===== src/sv/ordered_value_list_engine_macros.svh =====
// Assertion helpers shared by the RTL.
`ifndef ORDERED_VALUE_LIST_ENGINE_MACROS_SVH
`define ORDERED_VALUE_LIST_ENGINE_MACROS_SVH

// Same-cycle implication, sampled on clk, off during rst.
`define OVLE_ASSERT_NOW(lbl, ante, cons, msg) \
  lbl: assert property (@(posedge clk) disable iff (rst) (ante) |-> (cons)) \
    else $error(msg);

// Next-cycle implication, sampled on clk, off during rst.
`define OVLE_ASSERT_NEXT(lbl, ante, cons, msg) \
  lbl: assert property (@(posedge clk) disable iff (rst) (ante) |=> (cons)) \
    else $error(msg);

`endif


===== src/sv/ovle_pkg.sv =====
`default_nettype none

package ovle_pkg;

  localparam int CAPACITY = 64;
  localparam int IDX_W    = $clog2(CAPACITY);
  localparam int CNT_W    = 7;
  localparam int VAL_W    = 32;

  typedef enum logic [1:0] {
    ACT_APPEND  = 2'd0,
    ACT_COUNT   = 2'd1,
    ACT_DELETE  = 2'd2,
    ACT_REPLACE = 2'd3
  } action_t;

  typedef enum logic [2:0] {
    ST_IDLE = 3'b001,
    ST_RUN  = 3'b010,
    ST_DONE = 3'b100
  } state_t;

endpackage

`default_nettype wire


===== src/sv/ovle_ram.sv =====
`default_nettype none

module ovle_ram #(
  parameter int WIDTH = 32,
  parameter int DEPTH = 64
) (
  input  wire logic                     clk,
  input  wire logic                     we,
  input  wire logic [$clog2(DEPTH)-1:0] waddr,
  input  wire logic [WIDTH-1:0]         wdata,
  input  wire logic                     re,
  input  wire logic [$clog2(DEPTH)-1:0] raddr,
  output logic      [WIDTH-1:0]         rdata
);

  logic [WIDTH-1:0] mem [DEPTH];

  always_ff @(posedge clk) begin
    if (we) begin
      mem[waddr] <= wdata;
    end
    if (re) begin
      rdata <= mem[raddr];
    end
  end

endmodule

`default_nettype wire


===== src/sv/ordered_value_list_engine.sv =====
// Ordered list of signed 32-bit values held in a 64-entry single-port-write RAM.
// One request transaction is taken at a time and gives one response transaction.
// Append writes the tail entry on acceptance and goes straight to the response. Count, delete and
// replace walk the stored entries through the RAM read port, one entry per
// cycle, with one shared 32-bit equality compare; an empty list skips the walk.
// Delete compacts in place through the same RAM write port while the walk
// runs. The request side is stalled while an action is in progress; a
// finished response sits in an output register, and a new request can be
// taken while it waits.
`default_nettype none
`include "ordered_value_list_engine_macros.svh"

module ordered_value_list_engine (
  input  wire logic                              clk,
  input  wire logic                              rst,
  input  wire logic                              req_valid,
  output logic                                   req_stall,
  input  wire ovle_pkg::action_t                 action,
  input  wire logic signed [ovle_pkg::VAL_W-1:0] value,
  input  wire logic signed [ovle_pkg::VAL_W-1:0] new_value,
  output logic                                   rsp_valid,
  input  wire logic                              rsp_stall,
  output logic             [ovle_pkg::CNT_W-1:0] match_count,
  output logic             [ovle_pkg::CNT_W-1:0] list_length,
  output logic                                   status
);

  ovle_pkg::state_t  st;
  ovle_pkg::action_t act;
  logic [ovle_pkg::VAL_W-1:0] key;
  logic [ovle_pkg::VAL_W-1:0] repl;
  logic [ovle_pkg::CNT_W-1:0] length;
  logic [ovle_pkg::CNT_W-1:0] rd_idx;
  logic [ovle_pkg::CNT_W-1:0] hits;
  logic [ovle_pkg::CNT_W-1:0] kept;
  logic [ovle_pkg::IDX_W-1:0] p_idx;
  logic                       p_valid;
  logic                       full_drop;

  logic                       req_take;
  logic                       full;
  logic                       issue;
  logic                       eq;
  logic                       ram_we;
  logic [ovle_pkg::IDX_W-1:0] ram_waddr;
  logic [ovle_pkg::VAL_W-1:0] ram_wdata;
  logic [ovle_pkg::VAL_W-1:0] rd_data;

  assign req_stall = (st != ovle_pkg::ST_IDLE);
  assign req_take  = req_valid && (st == ovle_pkg::ST_IDLE);
  assign full      = (length == ovle_pkg::CNT_W'(ovle_pkg::CAPACITY));
  assign issue     = (st == ovle_pkg::ST_RUN) && (rd_idx != length);
  assign eq        = (rd_data == key);

  // Write port: tail on append, compaction slot on delete, in place on replace.
  always_comb begin
    ram_we    = 1'b0;
    ram_waddr = p_idx;
    ram_wdata = repl;
    if (st == ovle_pkg::ST_IDLE) begin
      ram_we    = req_take && (action == ovle_pkg::ACT_APPEND) && !full;
      ram_waddr = length[ovle_pkg::IDX_W-1:0];
      ram_wdata = value;
    end else if (act == ovle_pkg::ACT_DELETE) begin
      ram_we    = p_valid && !eq;
      ram_waddr = kept[ovle_pkg::IDX_W-1:0];
      ram_wdata = rd_data;
    end else if (act == ovle_pkg::ACT_REPLACE) begin
      ram_we    = p_valid && eq;
    end
  end

  ovle_ram #(
    .WIDTH(ovle_pkg::VAL_W),
    .DEPTH(ovle_pkg::CAPACITY)
  ) u_ram (
    .clk  (clk),
    .we   (ram_we),
    .waddr(ram_waddr),
    .wdata(ram_wdata),
    .re   (issue),
    .raddr(rd_idx[ovle_pkg::IDX_W-1:0]),
    .rdata(rd_data)
  );

  always_ff @(posedge clk) begin
    if (rst) begin
      st        <= ovle_pkg::ST_IDLE;
      length    <= '0;
      rd_idx    <= '0;
      p_valid   <= 1'b0;
      rsp_valid <= 1'b0;
    end else begin
      p_valid <= issue;
      p_idx   <= rd_idx[ovle_pkg::IDX_W-1:0];
      if (issue) begin
        rd_idx <= rd_idx + 1'b1;
      end
      if (rsp_valid && !rsp_stall && (st != ovle_pkg::ST_DONE)) begin
        rsp_valid <= 1'b0;
      end
      case (st)
        ovle_pkg::ST_IDLE: begin
          if (req_take) begin
            act       <= action;
            key       <= value;
            repl      <= new_value;
            rd_idx    <= '0;
            hits      <= '0;
            kept      <= '0;
            full_drop <= 1'b0;
            if (action == ovle_pkg::ACT_APPEND) begin
              if (full) begin
                full_drop <= 1'b1;
              end else begin
                length <= length + 1'b1;
              end
              st <= ovle_pkg::ST_DONE;
            end else if (length == '0) begin
              st <= ovle_pkg::ST_DONE;
            end else begin
              st <= ovle_pkg::ST_RUN;
            end
          end
        end
        ovle_pkg::ST_RUN: begin
          if (p_valid && eq) begin
            hits <= hits + 1'b1;
          end
          if (p_valid && !eq) begin
            kept <= kept + 1'b1;
          end
          // last read has been compared; kept is final here
          if (!issue && !p_valid) begin
            if (act == ovle_pkg::ACT_DELETE) begin
              length <= kept;
            end
            st <= ovle_pkg::ST_DONE;
          end
        end
        ovle_pkg::ST_DONE: begin
          if (!rsp_valid || !rsp_stall) begin
            rsp_valid   <= 1'b1;
            match_count <= hits;
            list_length <= length;
            status      <= full_drop;
            st          <= ovle_pkg::ST_IDLE;
          end
        end
        default: begin
          st <= ovle_pkg::ST_IDLE;
        end
      endcase
    end
  end

  `OVLE_ASSERT_NOW(a_run_nonempty, st == ovle_pkg::ST_RUN, length != '0,
    "walk running on an empty list")
  `OVLE_ASSERT_NOW(a_compact_behind, p_valid && act == ovle_pkg::ACT_DELETE,
    kept <= ovle_pkg::CNT_W'(p_idx), "compaction slot ahead of read slot")
  `OVLE_ASSERT_NEXT(a_full_append_holds,
    req_take && action == ovle_pkg::ACT_APPEND && full,
    $stable(length) && full_drop, "append on full list changed the length")
  `OVLE_ASSERT_NOW(a_done_drained, st == ovle_pkg::ST_DONE, !p_valid && !issue,
    "response built with a read still in flight")

endmodule

`default_nettype wire

===== config.mk =====
export PLATFORM = sky130hd
export DESIGN_NAME = ordered_value_list_engine
export DESIGN_NICKNAME = d
export VERILOG_FILES = /design/src/sv/ovle_pkg.sv /design/src/sv/ovle_ram.sv /design/src/sv/ordered_value_list_engine.sv
export VERILOG_INCLUDE_DIRS = /design/src /design/src/sv
export SDC_FILE = /design/constraint.sdc
export NUM_CORES = 2
export LEC_CHECK = 0
export BUFFER_PORTS_ARGS = -buffer_cell sky130_fd_sc_hd__buf_2
export CORE_ASPECT_RATIO = 0.6
export CORE_MARGIN = 2
export CORE_UTILIZATION = 63
export DETAILED_ROUTE_END_ITERATION = 10
export GPL_ROUTABILITY_DRIVEN = 0
export PLACE_DENSITY_LB_ADDON = 0.08
export SLEW_MARGIN = 5
export SYNTH_ARGS = -nofsm -noshare
export SYNTH_HDL_FRONTEND = slang
export SYNTH_HIERARCHICAL = 1
export SYNTH_SLANG_ARGS = --single-unit

===== constraint.sdc =====
create_clock -name clk -period 6.18 [get_ports clk]
set_input_delay 0.309 -clock clk [delete_from_list [all_inputs] [get_ports clk]]
set_output_delay 0.309 -clock clk [all_outputs]
set_load 0.005 [all_outputs]

==> results_dict.tcl <==
set metrics [dict create \
    dieWidth_um 477 \
    synth-xor-area-share 0.00581 \
    min_path_cells 2 \
    core-area_um2 132000 \
    viasPerCell 7.05 \
    syn_nets 3860 \
    seq_area_frac_synth 0.781 \
    first_pass_iters 8 \
    arrival_ns 5.19 \
    muxShareOfSynthArea 0.161 \
    die-height_um 288 \
    finalSetupTns_ns 0 \
    cts_inserted_buffers 186 \
    crit_top_cell "xor2_1" \
    slew_violations 0 \
    r2r-start "u_ram/rdata[25]$_DFFE_PP_" \
    crit_chain "xor2_1 > nor4_1 > nand4_1 > nor2_1 > xor2_1 > o32ai_1 > buf_4 > nand3_1 > nor2_4" \
    period_share 0.774 \
    drive_gt1_frac 0.271 \
    synth_fa_ha_area_frac 0.000741 \
    worst-r2r-cell-count 9 \
    max_stage_delay_ns 1.32 \
    vdd_ir_drop_max_v 0.000269 \
    ys_warn_count 6 \
    cpLargestDelayFamily "simple AND/OR/NAND/NOR gates" \
    synthArstFlopShare 0 \
    dp_hpwl_mm 131 \
    drc_errors 0 \
    clk_pin_slew_worst_paths_ns 0.06 \
    setup_viol_count_final 0 \
    overflow 0 \
    timing.rr.end "u_ram/mem[45][31]$_DFFE_PP_" \
    regToRegSetupSlack_ns 1.39 \
    clk_path_buf_depth 3 \
    yosysTopAreaCell "edfxtp_1" \
    totalWireLength_mm 218 \
    yosysMostFrequentCell "edfxtp_1" \
    syn_area_um2 84400 \
    rsz0062_at_grt "no" \
    crit_path_start_kind "flip-flop" \
    grt_start_max_net_pins 95 \
    worstHoldStart "new_value[11]" \
    wire_per_inst_um 36.2 \
    cp_num_buf_inv 1 \
    synth_top_family_by_area "multiplexers" \
    synth-seq-cells 2201 \
    netlist_top_cells_count "edfxtp_1 (2182), mux4_2 (544), nor2_1 (173), mux2i_1 (133), clkbuf_1 (87)" \
    cts_setup_buffers 0 \
    holdPathEnd "repl[11]$_DFFE_PP_" \
    ys.flop_type "edfxtp_1" \
    max_freq_ghz 0.209 \
    worst-slew-pin-transition_ns 1.38 \
    synth_simple_gate_area_frac 0.0194 \
    drt_iter0_drc 7718 \
    fin_skew_ns 0.0316 \
    synth_top_area_share 0.776 \
    yosysUniqueCellTypes 50 \
    synth_compound_area_frac 0.0204 \
    ant_nets 0 \
    worstPathRequired_ns 6.59 \
    synth_edf_count 2182 \
    dieArea_um2 137000 \
    status "completed" \
    synth_area_leaders "edfxtp_1 (78%), mux4_2 (15%), mux2i_1 (1.6%)" \
    path_class "flip-flop to flip-flop" \
    grt_pass1_wl_mm 310 \
    crit_path_top_delay_cell "nor2_4" \
    syn_to_final_growth_pct 12.3 \
    root_buffer "clkbuf_16" \
    place.port_buffers 86 \
    cts_tree "built" \
    min_period_ns 4.79 \
    slew_headroom 0.0775 \
    power_density_nw_per_um2 327 \
    syn_inst 3785 \
    avgSynthCellArea_um2 22.3 \
    cts_sinks 2201 \
    antenna_found_initial 15 \
    leakagePower_uw 0.0286 \
    end_kind "flip-flop" \
    grt_pass1_vias 41100 \
    clk_latency_ns 0.82 \
    cap_viol_max_count 0 \
    num_rows 103 \
    initial_utilization 0.639 \
    final_util 0.717 \
    vias 42400 \
    hold_class "input port to flip-flop" \
    hold_violations 0 \
    grt_usage 0.323 \
    pin_count 87 \
    fin_nets 4149 \
    h-tree-depth 4 \
    crit_fanout 32 \
]
worst max-delay path by stage:
stage	endpoint	start	cells after the start
after global placement	u_ram/mem[35][20]$_DFFE_PP_	u_ram/rdata[27]$_DFFE_PP_	10
after CTS	u_ram/mem[35][20]$_DFFE_PP_	u_ram/rdata[27]$_DFFE_PP_	10
after detailed placement	u_ram/mem[35][9]$_DFFE_PP_	u_ram/rdata[27]$_DFFE_PP_	10
final	u_ram/mem[45][31]$_DFFE_PP_	u_ram/rdata[25]$_DFFE_PP_	9
after global routing	u_ram/mem[35][13]$_DFFE_PP_	u_ram/rdata[27]$_DFFE_PP_	10
after floorplan	u_ram/mem[49][0]$_DFFE_PP_	u_ram/rdata[15]$_DFFE_PP_	9
cells in the final DEF, fill, tap and decap left out, drive strengths merged, types with 9 or more instances in the layout:
master,synthesis,layout
edfxtp,2182,2182
nor3,15,15
clkbuf,87,235
inv,6,11
a21oi,76,76
xnor2,16,16
dfxtp,19,19
bufinv,0,13
xor2,40,40
dlygate4sd3,0,71
mux4,544,544
nor2,173,173
nand2,80,80
o221ai,27,27
a311oi,9,9
clkinv,0,82
o21ai,40,40
a22oi,12,12
o22ai,85,85
buf,119,236
nor4,10,10
nor2b,16,16
mux2i,133,133
nand3,16,16
power by group:
group          switching, uW  total, uW  internal [uW]
Combinational           1790       2070            282
Sequential              40.7      17500          17500
Clock                   5210      11400           6230
Total                   7050      31000          24000
state kept, by name, indices dropped and copies added (netlist names):
signal,count
act,2
full_drop,1
hits,7
kept,7
key,32
length,7
list_length,7
match_count,7
p_idx,6
p_valid,1
rd_idx,7
repl,32
rsp_valid,1
st,3
status,1
u_ram/mem,2048
u_ram/rdata,32
area by class of cell:
cell class              instances  area [um^2]
inverters                       6         22.5
diodes                          2         5.00
clock inverters               106          866
multi-input cells            1372        18400
clock buffers                 235         4970
well taps                    1785         2230
fillers                      7546        37400
repair buffers                307         2470
flip-flops and latches       2201        65900
layer usage:
layer | track usage | wire length [um] | vias up
met5 | 0 | 13 | -
met4 | 0.0626 | 3760 | 2
met3 | 0.0957 | 33600 | 296
met2 | 0.448 | 94000 | 3304
met1 | 0.521 | 86500 | 22300
li1 | - | - | 16500
logic make-up (layout without fill, tap and decap cells):
| family | after synthesis | count (layout) |
|---|---|---|
| DFF | 2201 | 2201 |
| muxes | 677 | 677 |
| and+or+nand+nor | 363 | 363 |
| AOI/OAI and AO/OA | 271 | 271 |
| buffers and inverters | 212 | 654 |
| xor gates and xnor gates | 56 | 56 |
| adders and majority gates | 5 | 5 |
| other | 0 | 2 |
what timing repair did:
item,4_1_cts,5_1_grt
hold buffers,71,0
resized for setup,0,0
hold endpoints to repair,76,0
stage by stage:
| step | total power [uW] | worst slack [ns] | instance area, um^2 | std cells | hold WS [ns] |
|---|---|---|---|---|---|
| floorplan | 18700 | 1.46 | 84400 | 3785 | 0.400 |
| global placement | 19700 | 1.49 | 88300 | 5600 | 0.403 |
| global route | 31800 | 1.24 | 94800 | 6012 | 0.198 |
| finish | 31000 | 1.39 | 94800 | 6014 | 0.210 |
| CTS | 31100 | 1.39 | 94800 | 6012 | 0.174 |
| detailed placement | 19800 | 1.41 | 88300 | 5600 | 0.418 |
Power figures use the tool's default switching activity.
